--- src/rtl/nmea_gga_pkg.sv ---
// Shared types, constants and header table for the GGA field extractor.
package nmea_gga_pkg;

    localparam int MAX_SENTENCE    = 128;
    localparam int FIELD_MAX_CHARS = 11;
    localparam int NUM_FIELDS      = 9;
    localparam int HDR_LEN         = 5;

    localparam int QUEUE_DEPTH = 4;
    localparam int QUEUE_AW    = $clog2(QUEUE_DEPTH);
    localparam int QUEUE_CW    = $clog2(QUEUE_DEPTH + 1);

    localparam logic [1:0] K_CHAR = 2'd0;
    localparam logic [1:0] K_FEND = 2'd1;
    localparam logic [1:0] K_SEND = 2'd2;

    localparam logic [7:0] CH_DOLLAR = 8'h24;
    localparam logic [7:0] CH_COMMA  = 8'h2C;
    localparam logic [7:0] CH_CR     = 8'h0D;
    localparam logic [7:0] CH_LF     = 8'h0A;
    localparam logic [7:0] CH_NUL    = 8'h00;

    typedef struct packed {
        logic [1:0] kind;
        logic [3:0] field_number;
        logic [3:0] char_position;
        logic [7:0] char_value;
    } result_t;

    // Work left by one byte: an optional field result, then an optional sentence end.
    typedef struct packed {
        logic    has_first;
        result_t first;
        logic    has_send;
        logic    send_ok;
    } action_t;

    function automatic logic [7:0] header_char(input logic [2:0] idx);
        logic [7:0] c;
        case (idx)
            3'd0:    c = 8'h47; // G
            3'd1:    c = 8'h50; // P
            3'd2:    c = 8'h47; // G
            3'd3:    c = 8'h47; // G
            3'd4:    c = 8'h41; // A
            default: c = 8'h00;
        endcase
        return c;
    endfunction

endpackage

--- src/rtl/nmea_gga_front.sv ---
// Front end: sentence parser that turns each byte into a queued action.
module nmea_gga_front (
    input  logic                  clk,
    input  logic                  rst_n,
    input  logic                  push,
    input  logic [7:0]            rx_byte,
    input  logic                  q_full,
    output logic                  q_push,
    output nmea_gga_pkg::action_t q_data
);

    localparam logic [1:0] PH_HUNT   = 2'd0;
    localparam logic [1:0] PH_HEADER = 2'd1;
    localparam logic [1:0] PH_AFTER  = 2'd2;
    localparam logic [1:0] PH_BODY   = 2'd3;

    localparam logic [7:0] LEN_LIMIT  = 8'(nmea_gga_pkg::MAX_SENTENCE - 1);
    localparam logic [3:0] FIELD_LIM  = 4'(nmea_gga_pkg::NUM_FIELDS);
    localparam logic [3:0] CHAR_LIM   = 4'(nmea_gga_pkg::FIELD_MAX_CHARS);
    localparam logic [2:0] HDR_LAST   = 3'(nmea_gga_pkg::HDR_LEN - 1);
    localparam logic [2:0] HDR_END    = 3'(nmea_gga_pkg::HDR_LEN);

    logic [1:0] phase_reg,  phase_next;
    logic [2:0] hcount_reg, hcount_next;
    logic [3:0] field_reg,  field_next;
    logic [3:0] chars_reg,  chars_next;
    logic [7:0] len_reg,    len_next;
    logic       good_reg,   good_next;

    logic                  accept;
    logic                  eol;
    nmea_gga_pkg::action_t act;

    assign accept = push && !q_full;
    assign eol    = (rx_byte == nmea_gga_pkg::CH_CR) || (rx_byte == nmea_gga_pkg::CH_LF);

    always_comb
    begin
        phase_next  = phase_reg;
        hcount_next = hcount_reg;
        field_next  = field_reg;
        chars_next  = chars_reg;
        len_next    = len_reg;
        good_next   = good_reg;
        act         = '0;

        case (phase_reg)
            PH_HEADER:
            begin
                if (hcount_reg < HDR_END && rx_byte == nmea_gga_pkg::header_char(hcount_reg))
                begin
                    hcount_next = hcount_reg + 3'd1;
                    len_next    = len_reg + 8'd1;
                    if (hcount_reg == HDR_LAST)
                        phase_next = PH_AFTER;
                end
                else
                begin
                    phase_next  = (rx_byte == nmea_gga_pkg::CH_DOLLAR) ? PH_HEADER : PH_HUNT;
                    hcount_next = '0;
                    field_next  = '0;
                    chars_next  = '0;
                    len_next    = (rx_byte == nmea_gga_pkg::CH_DOLLAR) ? 8'd1 : 8'd0;
                    good_next   = 1'b0;
                end
            end
            PH_AFTER:
            begin
                if (eol)
                begin
                    act.has_send = 1'b1;
                    act.send_ok  = 1'b1;
                end
                else
                begin
                    len_next   = len_reg + 8'd1;
                    chars_next = '0;
                    good_next  = (rx_byte == nmea_gga_pkg::CH_COMMA) ||
                                 (rx_byte == nmea_gga_pkg::CH_NUL);
                    // a zero byte straight after the header shuts off field extraction
                    field_next = (rx_byte == nmea_gga_pkg::CH_NUL) ? FIELD_LIM : 4'd0;
                    phase_next = PH_BODY;
                    if (len_next >= LEN_LIMIT)
                    begin
                        act.has_send = 1'b1;
                        act.send_ok  = good_next;
                    end
                end
            end
            PH_BODY:
            begin
                if (eol)
                begin
                    act.has_send = 1'b1;
                    act.send_ok  = good_reg;
                end
                else
                begin
                    len_next = len_reg + 8'd1;
                    if (good_reg && field_reg < FIELD_LIM)
                    begin
                        if (rx_byte == nmea_gga_pkg::CH_COMMA)
                        begin
                            act.has_first          = 1'b1;
                            act.first.kind         = nmea_gga_pkg::K_FEND;
                            act.first.field_number = field_reg;
                            field_next             = field_reg + 4'd1;
                            chars_next             = '0;
                        end
                        else if (rx_byte == nmea_gga_pkg::CH_NUL)
                        begin
                            field_next = FIELD_LIM;
                        end
                        else if (chars_reg < CHAR_LIM)
                        begin
                            act.has_first           = 1'b1;
                            act.first.kind          = nmea_gga_pkg::K_CHAR;
                            act.first.field_number  = field_reg;
                            act.first.char_position = chars_reg;
                            act.first.char_value    = rx_byte;
                            chars_next              = chars_reg + 4'd1;
                        end
                    end
                    if (len_next >= LEN_LIMIT)
                    begin
                        act.has_send = 1'b1;
                        act.send_ok  = good_reg;
                    end
                end
            end
            default:
            begin
                phase_next  = (rx_byte == nmea_gga_pkg::CH_DOLLAR) ? PH_HEADER : PH_HUNT;
                hcount_next = '0;
                field_next  = '0;
                chars_next  = '0;
                len_next    = (rx_byte == nmea_gga_pkg::CH_DOLLAR) ? 8'd1 : 8'd0;
                good_next   = 1'b0;
            end
        endcase

        // any sentence end returns to hunting with a clean slate
        if (act.has_send)
        begin
            phase_next  = PH_HUNT;
            hcount_next = '0;
            field_next  = '0;
            chars_next  = '0;
            len_next    = '0;
            good_next   = 1'b0;
        end
    end

    always_ff @(posedge clk or negedge rst_n)
    begin
        if (!rst_n)
        begin
            phase_reg  <= PH_HUNT;
            hcount_reg <= '0;
            field_reg  <= '0;
            chars_reg  <= '0;
            len_reg    <= '0;
            good_reg   <= 1'b0;
        end
        else if (accept)
        begin
            phase_reg  <= phase_next;
            hcount_reg <= hcount_next;
            field_reg  <= field_next;
            chars_reg  <= chars_next;
            len_reg    <= len_next;
            good_reg   <= good_next;
        end
    end

    assign q_push = accept && (act.has_first || act.has_send);
    assign q_data = act;

    a_len_bound: assert property (@(posedge clk) disable iff (!rst_n)
        len_reg < LEN_LIMIT)
        else $error("sentence length reached the buffer limit without a sentence end");

    a_hunt_clean: assert property (@(posedge clk) disable iff (!rst_n)
        phase_reg == PH_HUNT |-> (len_reg == 8'd0 && !good_reg && hcount_reg == 3'd0))
        else $error("hunting with stale sentence state");

    a_send_clears: assert property (@(posedge clk) disable iff (!rst_n)
        q_push && q_data.has_send |=> phase_reg == PH_HUNT)
        else $error("sentence end did not return to hunting");

endmodule

--- src/rtl/nmea_gga_queue.sv ---
// Short action queue between the parser and the result sequencer.
module nmea_gga_queue (
    input  logic                  clk,
    input  logic                  rst_n,
    input  logic                  wr_en,
    input  nmea_gga_pkg::action_t wr_data,
    input  logic                  rd_en,
    output nmea_gga_pkg::action_t rd_data,
    output logic                  q_full,
    output logic                  q_empty
);

    localparam logic [nmea_gga_pkg::QUEUE_AW-1:0] PTR_ONE = 1;
    localparam logic [nmea_gga_pkg::QUEUE_CW-1:0] CNT_ONE = 1;
    localparam logic [nmea_gga_pkg::QUEUE_CW-1:0] CNT_MAX =
        nmea_gga_pkg::QUEUE_CW'(nmea_gga_pkg::QUEUE_DEPTH);

    nmea_gga_pkg::action_t slot_reg [nmea_gga_pkg::QUEUE_DEPTH];

    logic [nmea_gga_pkg::QUEUE_AW-1:0] wr_ptr_reg, wr_ptr_next;
    logic [nmea_gga_pkg::QUEUE_AW-1:0] rd_ptr_reg, rd_ptr_next;
    logic [nmea_gga_pkg::QUEUE_CW-1:0] count_reg,  count_next;

    logic do_wr;
    logic do_rd;

    assign q_full  = (count_reg == CNT_MAX);
    assign q_empty = (count_reg == '0);
    assign do_wr   = wr_en && !q_full;
    assign do_rd   = rd_en && !q_empty;
    assign rd_data = slot_reg[rd_ptr_reg];

    always_comb
    begin
        wr_ptr_next = do_wr ? wr_ptr_reg + PTR_ONE : wr_ptr_reg;
        rd_ptr_next = do_rd ? rd_ptr_reg + PTR_ONE : rd_ptr_reg;
        count_next  = count_reg;
        if (do_wr && !do_rd)
            count_next = count_reg + CNT_ONE;
        else if (do_rd && !do_wr)
            count_next = count_reg - CNT_ONE;
    end

    always_ff @(posedge clk)
    begin
        if (do_wr)
            slot_reg[wr_ptr_reg] <= wr_data;
    end

    always_ff @(posedge clk or negedge rst_n)
    begin
        if (!rst_n)
        begin
            wr_ptr_reg <= '0;
            rd_ptr_reg <= '0;
            count_reg  <= '0;
        end
        else
        begin
            wr_ptr_reg <= wr_ptr_next;
            rd_ptr_reg <= rd_ptr_next;
            count_reg  <= count_next;
        end
    end

endmodule

--- src/rtl/nmea_gga_back.sv ---
// Back end: expands each queued action into one or two result transfers.
module nmea_gga_back (
    input  logic                  clk,
    input  logic                  rst_n,
    input  nmea_gga_pkg::action_t head,
    input  logic                  q_empty,
    output logic                  q_pop,
    input  logic                  pop,
    output logic                  empty,
    output logic [1:0]            kind,
    output logic [3:0]            field_number,
    output logic [3:0]            char_position,
    output logic [7:0]            char_value,
    output logic                  sentence_ok,
    output logic                  is_last
);

    logic sub_reg, sub_next;   // set once the field result of a two-result action is gone
    logic show_first;
    logic take;

    assign empty      = q_empty;
    assign show_first = head.has_first && !sub_reg;
    assign take       = pop && !q_empty;

    always_comb
    begin
        if (show_first)
        begin
            kind          = head.first.kind;
            field_number  = head.first.field_number;
            char_position = head.first.char_position;
            char_value    = head.first.char_value;
            sentence_ok   = 1'b0;
            is_last       = !head.has_send;
        end
        else
        begin
            kind          = nmea_gga_pkg::K_SEND;
            field_number  = '0;
            char_position = '0;
            char_value    = '0;
            sentence_ok   = head.send_ok;
            is_last       = 1'b1;
        end
    end

    always_comb
    begin
        sub_next = sub_reg;
        if (take)
            sub_next = show_first && head.has_send;
    end

    assign q_pop = take && is_last;

    always_ff @(posedge clk or negedge rst_n)
    begin
        if (!rst_n)
            sub_reg <= 1'b0;
        else
            sub_reg <= sub_next;
    end

    a_sub_valid: assert property (@(posedge clk) disable iff (!rst_n)
        sub_reg |-> (!q_empty && head.has_first && head.has_send))
        else $error("second half pending without a two-result action at the head");

    a_head_nonempty: assert property (@(posedge clk) disable iff (!rst_n)
        !q_empty |-> (head.has_first || head.has_send))
        else $error("queued action carries no result");

    a_split_follow: assert property (@(posedge clk) disable iff (!rst_n)
        take && !is_last |=> (sub_reg && kind == nmea_gga_pkg::K_SEND))
        else $error("sentence end did not follow the field result");

endmodule

--- src/rtl/nmea_gga_field_extractor_core.sv ---
// Top level: NMEA GGA field extractor, parser front, action queue, result back.
//
//   channel   direction  handshake            payload
//   input     in         push / full          rx_byte
//   result    out        pop / empty          kind, field_number, char_position,
//                                             char_value, sentence_ok, is_last
//
// One byte a cycle is taken while the action queue (4 entries) has room.
// A byte that yields both a field result and a sentence end holds the queue
// head for two result transfers; results leave one per cycle while pop is high.
// An accepted byte's action is registered in the queue; results leave from its head.
// Reset (rst_n low, asynchronous) empties the queue and returns to hunting for '$'.
// A stalled result side fills the queue and then raises full.
module nmea_gga_field_extractor_core (
    input  logic       clk,
    input  logic       rst_n,
    input  logic       push,
    output logic       full,
    input  logic [7:0] rx_byte,
    output logic       empty,
    input  logic       pop,
    output logic [1:0] kind,
    output logic [3:0] field_number,
    output logic [3:0] char_position,
    output logic [7:0] char_value,
    output logic       sentence_ok,
    output logic       is_last
);

    logic                  q_full;
    logic                  q_empty;
    logic                  q_push;
    logic                  q_pop;
    nmea_gga_pkg::action_t q_wdata;
    nmea_gga_pkg::action_t q_rdata;

    assign full = q_full;

    nmea_gga_front u_front (
        .clk     (clk),
        .rst_n   (rst_n),
        .push    (push),
        .rx_byte (rx_byte),
        .q_full  (q_full),
        .q_push  (q_push),
        .q_data  (q_wdata)
    );

    nmea_gga_queue u_queue (
        .clk     (clk),
        .rst_n   (rst_n),
        .wr_en   (q_push),
        .wr_data (q_wdata),
        .rd_en   (q_pop),
        .rd_data (q_rdata),
        .q_full  (q_full),
        .q_empty (q_empty)
    );

    nmea_gga_back u_back (
        .clk           (clk),
        .rst_n         (rst_n),
        .head          (q_rdata),
        .q_empty       (q_empty),
        .q_pop         (q_pop),
        .pop           (pop),
        .empty         (empty),
        .kind          (kind),
        .field_number  (field_number),
        .char_position (char_position),
        .char_value    (char_value),
        .sentence_ok   (sentence_ok),
        .is_last       (is_last)
    );

endmodule
--- config.mk ---
export PLATFORM = sky130hd
export DESIGN_NAME = nmea_gga_field_extractor_core
export DESIGN_NICKNAME = d
export VERILOG_FILES = /design/src/rtl/nmea_gga_pkg.sv /design/src/rtl/nmea_gga_front.sv /design/src/rtl/nmea_gga_queue.sv /design/src/rtl/nmea_gga_back.sv /design/src/rtl/nmea_gga_field_extractor_core.sv
export SDC_FILE = /design/constraint.sdc
export NUM_CORES = 1
export LEC_CHECK = 0
export BUFFER_PORTS_ARGS = -buffer_cell sky130_fd_sc_hd__buf_2
export CAP_MARGIN = 20
export CORE_MARGIN = 8
export CORE_UTILIZATION = 60
export DETAILED_ROUTE_END_ITERATION = 10
export PLACE_DENSITY = 0.75
export RECOVER_POWER = 25
export SLEW_MARGIN = 40
export SYNTH_ARGS = -nofsm -noshare
export SYNTH_HDL_FRONTEND = slang
export SYNTH_SLANG_ARGS = --single-unit
--- constraint.sdc ---
create_clock -name clk -period 3.62 [get_ports clk]
set_input_delay 0.543 -clock clk [delete_from_list [all_inputs] [get_ports clk]]
set_output_delay 0.543 -clock clk [all_outputs]
set_load 0.01 [all_outputs]
==> results by group <==
Synth
  • Synth Flop Type: edfxtp_1
  • Synthesized instance count: approximately 420
  • Mapped Area: 5580 µm²
  • Syn avg cell area: 13.4 µm²
  • Synth top area cells: edfxtp_1 43%, dfrtp_1 13%, mux4_2 8.1%
  • Most numerous cell in the Yosys netlist: edfxtp_1
  • Syn nets: 448
  • Synth top cells by count: 80 x edfxtp_1, 30 x dfrtp_1, 24 x inv_1
  • Register bit count reported by yosys: 110
  • Ys async rst share: 0.273
  • Post-synth top area share: 0.431
  • Seq/Total Area, Yosys: 0.565
  • Post-synthesis cell type count: 70
  • Synth warn: 0
  • Post-synth EDFFs: 80
  • Area leader, netlist: edfxtp_1

Layout
  • Ant diodes: 0
  • Area of the multi-input gates: roughly 2200 µm²
  • Non-Filler Instances: between 500 and 600
  • P&R area growth vs syn: 8.46%
  • Nets: ~480
  • Register Area: approximately 3200 µm²
  • Share of layout cells above drive strength 1: 0.212
  • Filler cell count: 670
  • Max reg flops: 80

Setup path
  • Internal reg-to-reg setup slack: about 410 ps
  • Reg-to-reg endpoint: u_queue.count_reg[2]$_DFFE_PN0P_
  • Arr. time, crit path: about 2700 ps
  • CP startpoint kind: flop
  • CP required: 3080 ps
  • CP delay by family, top: buffers and inverters
  • Buf/Inv on CP: 3
  • R2R depth: 12
  • CP Class: reg2out
  • FF-to-FF Start: u_queue.rd_ptr_reg[1]$_DFFE_PN0P_
  • Slowest stage cell, crit path: clkbuf_1
  • Maximum fanout along the worst path: 21
  • Critical path's largest stage delay: 920 ps
  • Cell chain of the critical path: clkbuf_1, mux4_2, nand2b_1, buf_4, and2_1, buf_2
  • Worst setup EP type: output port

CTS
  • H-tree levels: 3
  • Clock sink count: 110
  • CTS max path bufs: 2
  • Setup Fix Bufs, Post-CTS: 0
  • Num CTS Buffers: 9
  • Clk pin slew, worst setup/hold paths: 110 ps
  • Hold_buf cts: 0
  • Root Driver: clkbuf_8
  • CTS tree: built
  • Clock Latency Late Sink: 370 ps
  • # resized after CTS: 0

Die
  • Die span in x: 112 µm
  • Row cnt: 35
  • CORE AREA: 9110 µm²
  • Die Ht: 112 µm
  • Die Area: 12,600 µm²
  • Starting Density: 0.612
  • IO Count: 34

Power and ir drop
  • Worst VDD drop: between 200 and 250 µV
  • Psw: 802 µW
  • Power per cell area: 455 nW/µm²
  • Sequential Power Share: 0.512
  • Internal power: roughly 2 mW
  • Logic pwr share: 0.235
  • Leakage: 2.25 nW
  • Clk network pwr share: 0.253
  • Switching Share: 0.291

Global routing
  • GRT overflow: 0
  • Number of global-route vias before repair: 3,572
  • Largest net degree at the start of global routing: 31
  • Global-route wire length before repair: approximately 18 mm
  • Total track usage: 0.179
  • Initial antenna violation count: 0

Timing
  • Final period utilization: 0.896
  • Worst rel slew slack: -0.172
  • Tmin final: 3240 ps
  • Worst slew pin tran: around 1800 ps
  • Final Hold Vio Count: 0
  • Unrepaired setup endpoints after global routing: false
  • Final setup fails: 0
  • Max-slew violations: 31
  • Max Clock Freq: between 300 and 400 MHz
  • Final TNS setup: 0 ps
  • Final clock skew: 13.6 ps
  • Final WS setup: 377 ps

Route
  • Average vias per placed instance: slightly above 6
  • DR pass1 iterations: 5
  • Iteration-0 DRC Markers: 247
  • DR vias: 3,499
  • Final ANT Viol Nets: 0
  • WL final: approximately 11 mm
  • Post-route DRC: 0
  • Wire per inst: 18.9 µm

Hold path
  • HP Start: u_queue.count_reg[2]$_DFFE_PN0P_
  • HP Class: reg2reg
  • Hold Crit Endpoint: u_queue.count_reg[2]$_DFFE_PN0P_
  • Hold Crit Depth: 1

Run status
  • Failing checks: max-capacitance violations, max-slew violations
  • Status: finished, violations left

Placement
  • Gpl congestion: 0.876
  • Cell Count Post-Placement: roughly 550
  • Setup WS pre-CTS: about 420 ps
  • Port bufs: 33
  • DPL Wire Length: 7.49 mm

Run
  • Number of max-cap violations: 1
==> final cells by class <==
class | instances | area share
Sequential cell | 110 | 0.521
Multi-Input combinational cell | 263 | 0.371
Timing Repair Buffer | 44 | 0.0397
Tap cell | 111 | 0.0230
Clock buffer | 10 | 0.0211
Inverter | 24 | 0.0149
Clock inverter | 6 | 0.00931
==> metrics by stage <==
stage               power [mW]  area, µm²  hold WS (ps)  utilization
floorplan                 1.91       5580           247            -
global placement          2.10       5870           462        0.645
detailed placement        2.11       5870           479        0.645
CTS                       2.79       6060           224        0.665
global route              2.90       6050           496        0.664
finish                    2.76       6050           501        0.664
==> how the worst max path moves through the flow <==
stage                                      startpoint                          endpoint  slack, ps  cells after the start
finish              u_queue.rd_ptr_reg[1]$_DFFE_PN0P_                       sentence_ok        380                      6
floorplan            u_front.chars_reg[0]$_DFFE_PN0P_  u_queue.count_reg[2]$_DFFE_PN0P_        610                     12
global route        u_queue.rd_ptr_reg[1]$_DFFE_PN0P_  u_queue.count_reg[2]$_DFFE_PN0P_        160                     12
CTS                    u_front.len_reg[0]$_DFFE_PN0P_  u_queue.count_reg[2]$_DFFE_PN0P_        450                     12
global placement                           rx_byte[4]  u_queue.count_reg[2]$_DFFE_PN0P_        540                     12
detailed placement                         rx_byte[4]  u_queue.count_reg[2]$_DFFE_PN0P_        420                     12
==> metal layers <==
| layer | global-route usage | share of wire | up-vias |
|---|---|---|---|
| met3 | 0.0397 | 0.055 | 12 |
| met2 | 0.314 | 0.50 | 100 |
| met5 | 0 | 0 | - |
| met4 | 0.0522 | 0.013 | 0 |
| met1 | 0.217 | 0.43 | 1743 |
| li1 | - | - | 1644 |
==> power by group through the flow <==
stage | Sequential (mW) | Clock [mW] | Combinational, mW
after global placement | 1.44 | 0 | 0.659
after detailed placement | 1.44 | 0 | 0.668
after CTS | 1.41 | 0.709 | 0.669
after global routing | 1.42 | 0.762 | 0.718
final | 1.41 | 0.697 | 0.648
after floorplan | 1.43 | 0 | 0.474
==> layout by cell type, fill, tap and decap left out, types with 5 or more instances in the layout <==
| cell | instances |
|---|---|
| and2_1 | 6 |
| nand4_1 | 6 |
| clkbuf_1 | 5 |
| and3_1 | 11 |
| mux2i_1 | 6 |
| edfxtp_1 | 80 |
| dfrtp_1 | 30 |
| nand2_1 | 20 |
| o211ai_1 | 7 |
| buf_2 | 30 |
| o21ai_0 | 8 |
| nor2b_1 | 20 |
| inv_1 | 24 |
| mux4_2 | 20 |
| nor3_1 | 7 |
| nor2_1 | 20 |
| nand3_1 | 11 |
| clkbuf_8 | 9 |
| buf_4 | 10 |
| xor2_1 | 7 |
| ha_1 | 19 |
==> kinds of logic after synthesis <==
| kind of cell | after synthesis | synth area share |
|---|---|---|
| compound gates | 62 | 0.0929 |
| xor+xnor | 11 | 0.0173 |
| fa+ha+maj | 20 | 0.0462 |
| buf+inv | 43 | 0.0325 |
| flops | 110 | 0.565 |
| mux | 29 | 0.0976 |
| simple gates | 141 | 0.148 |
(Power assumes the default switching activity.)
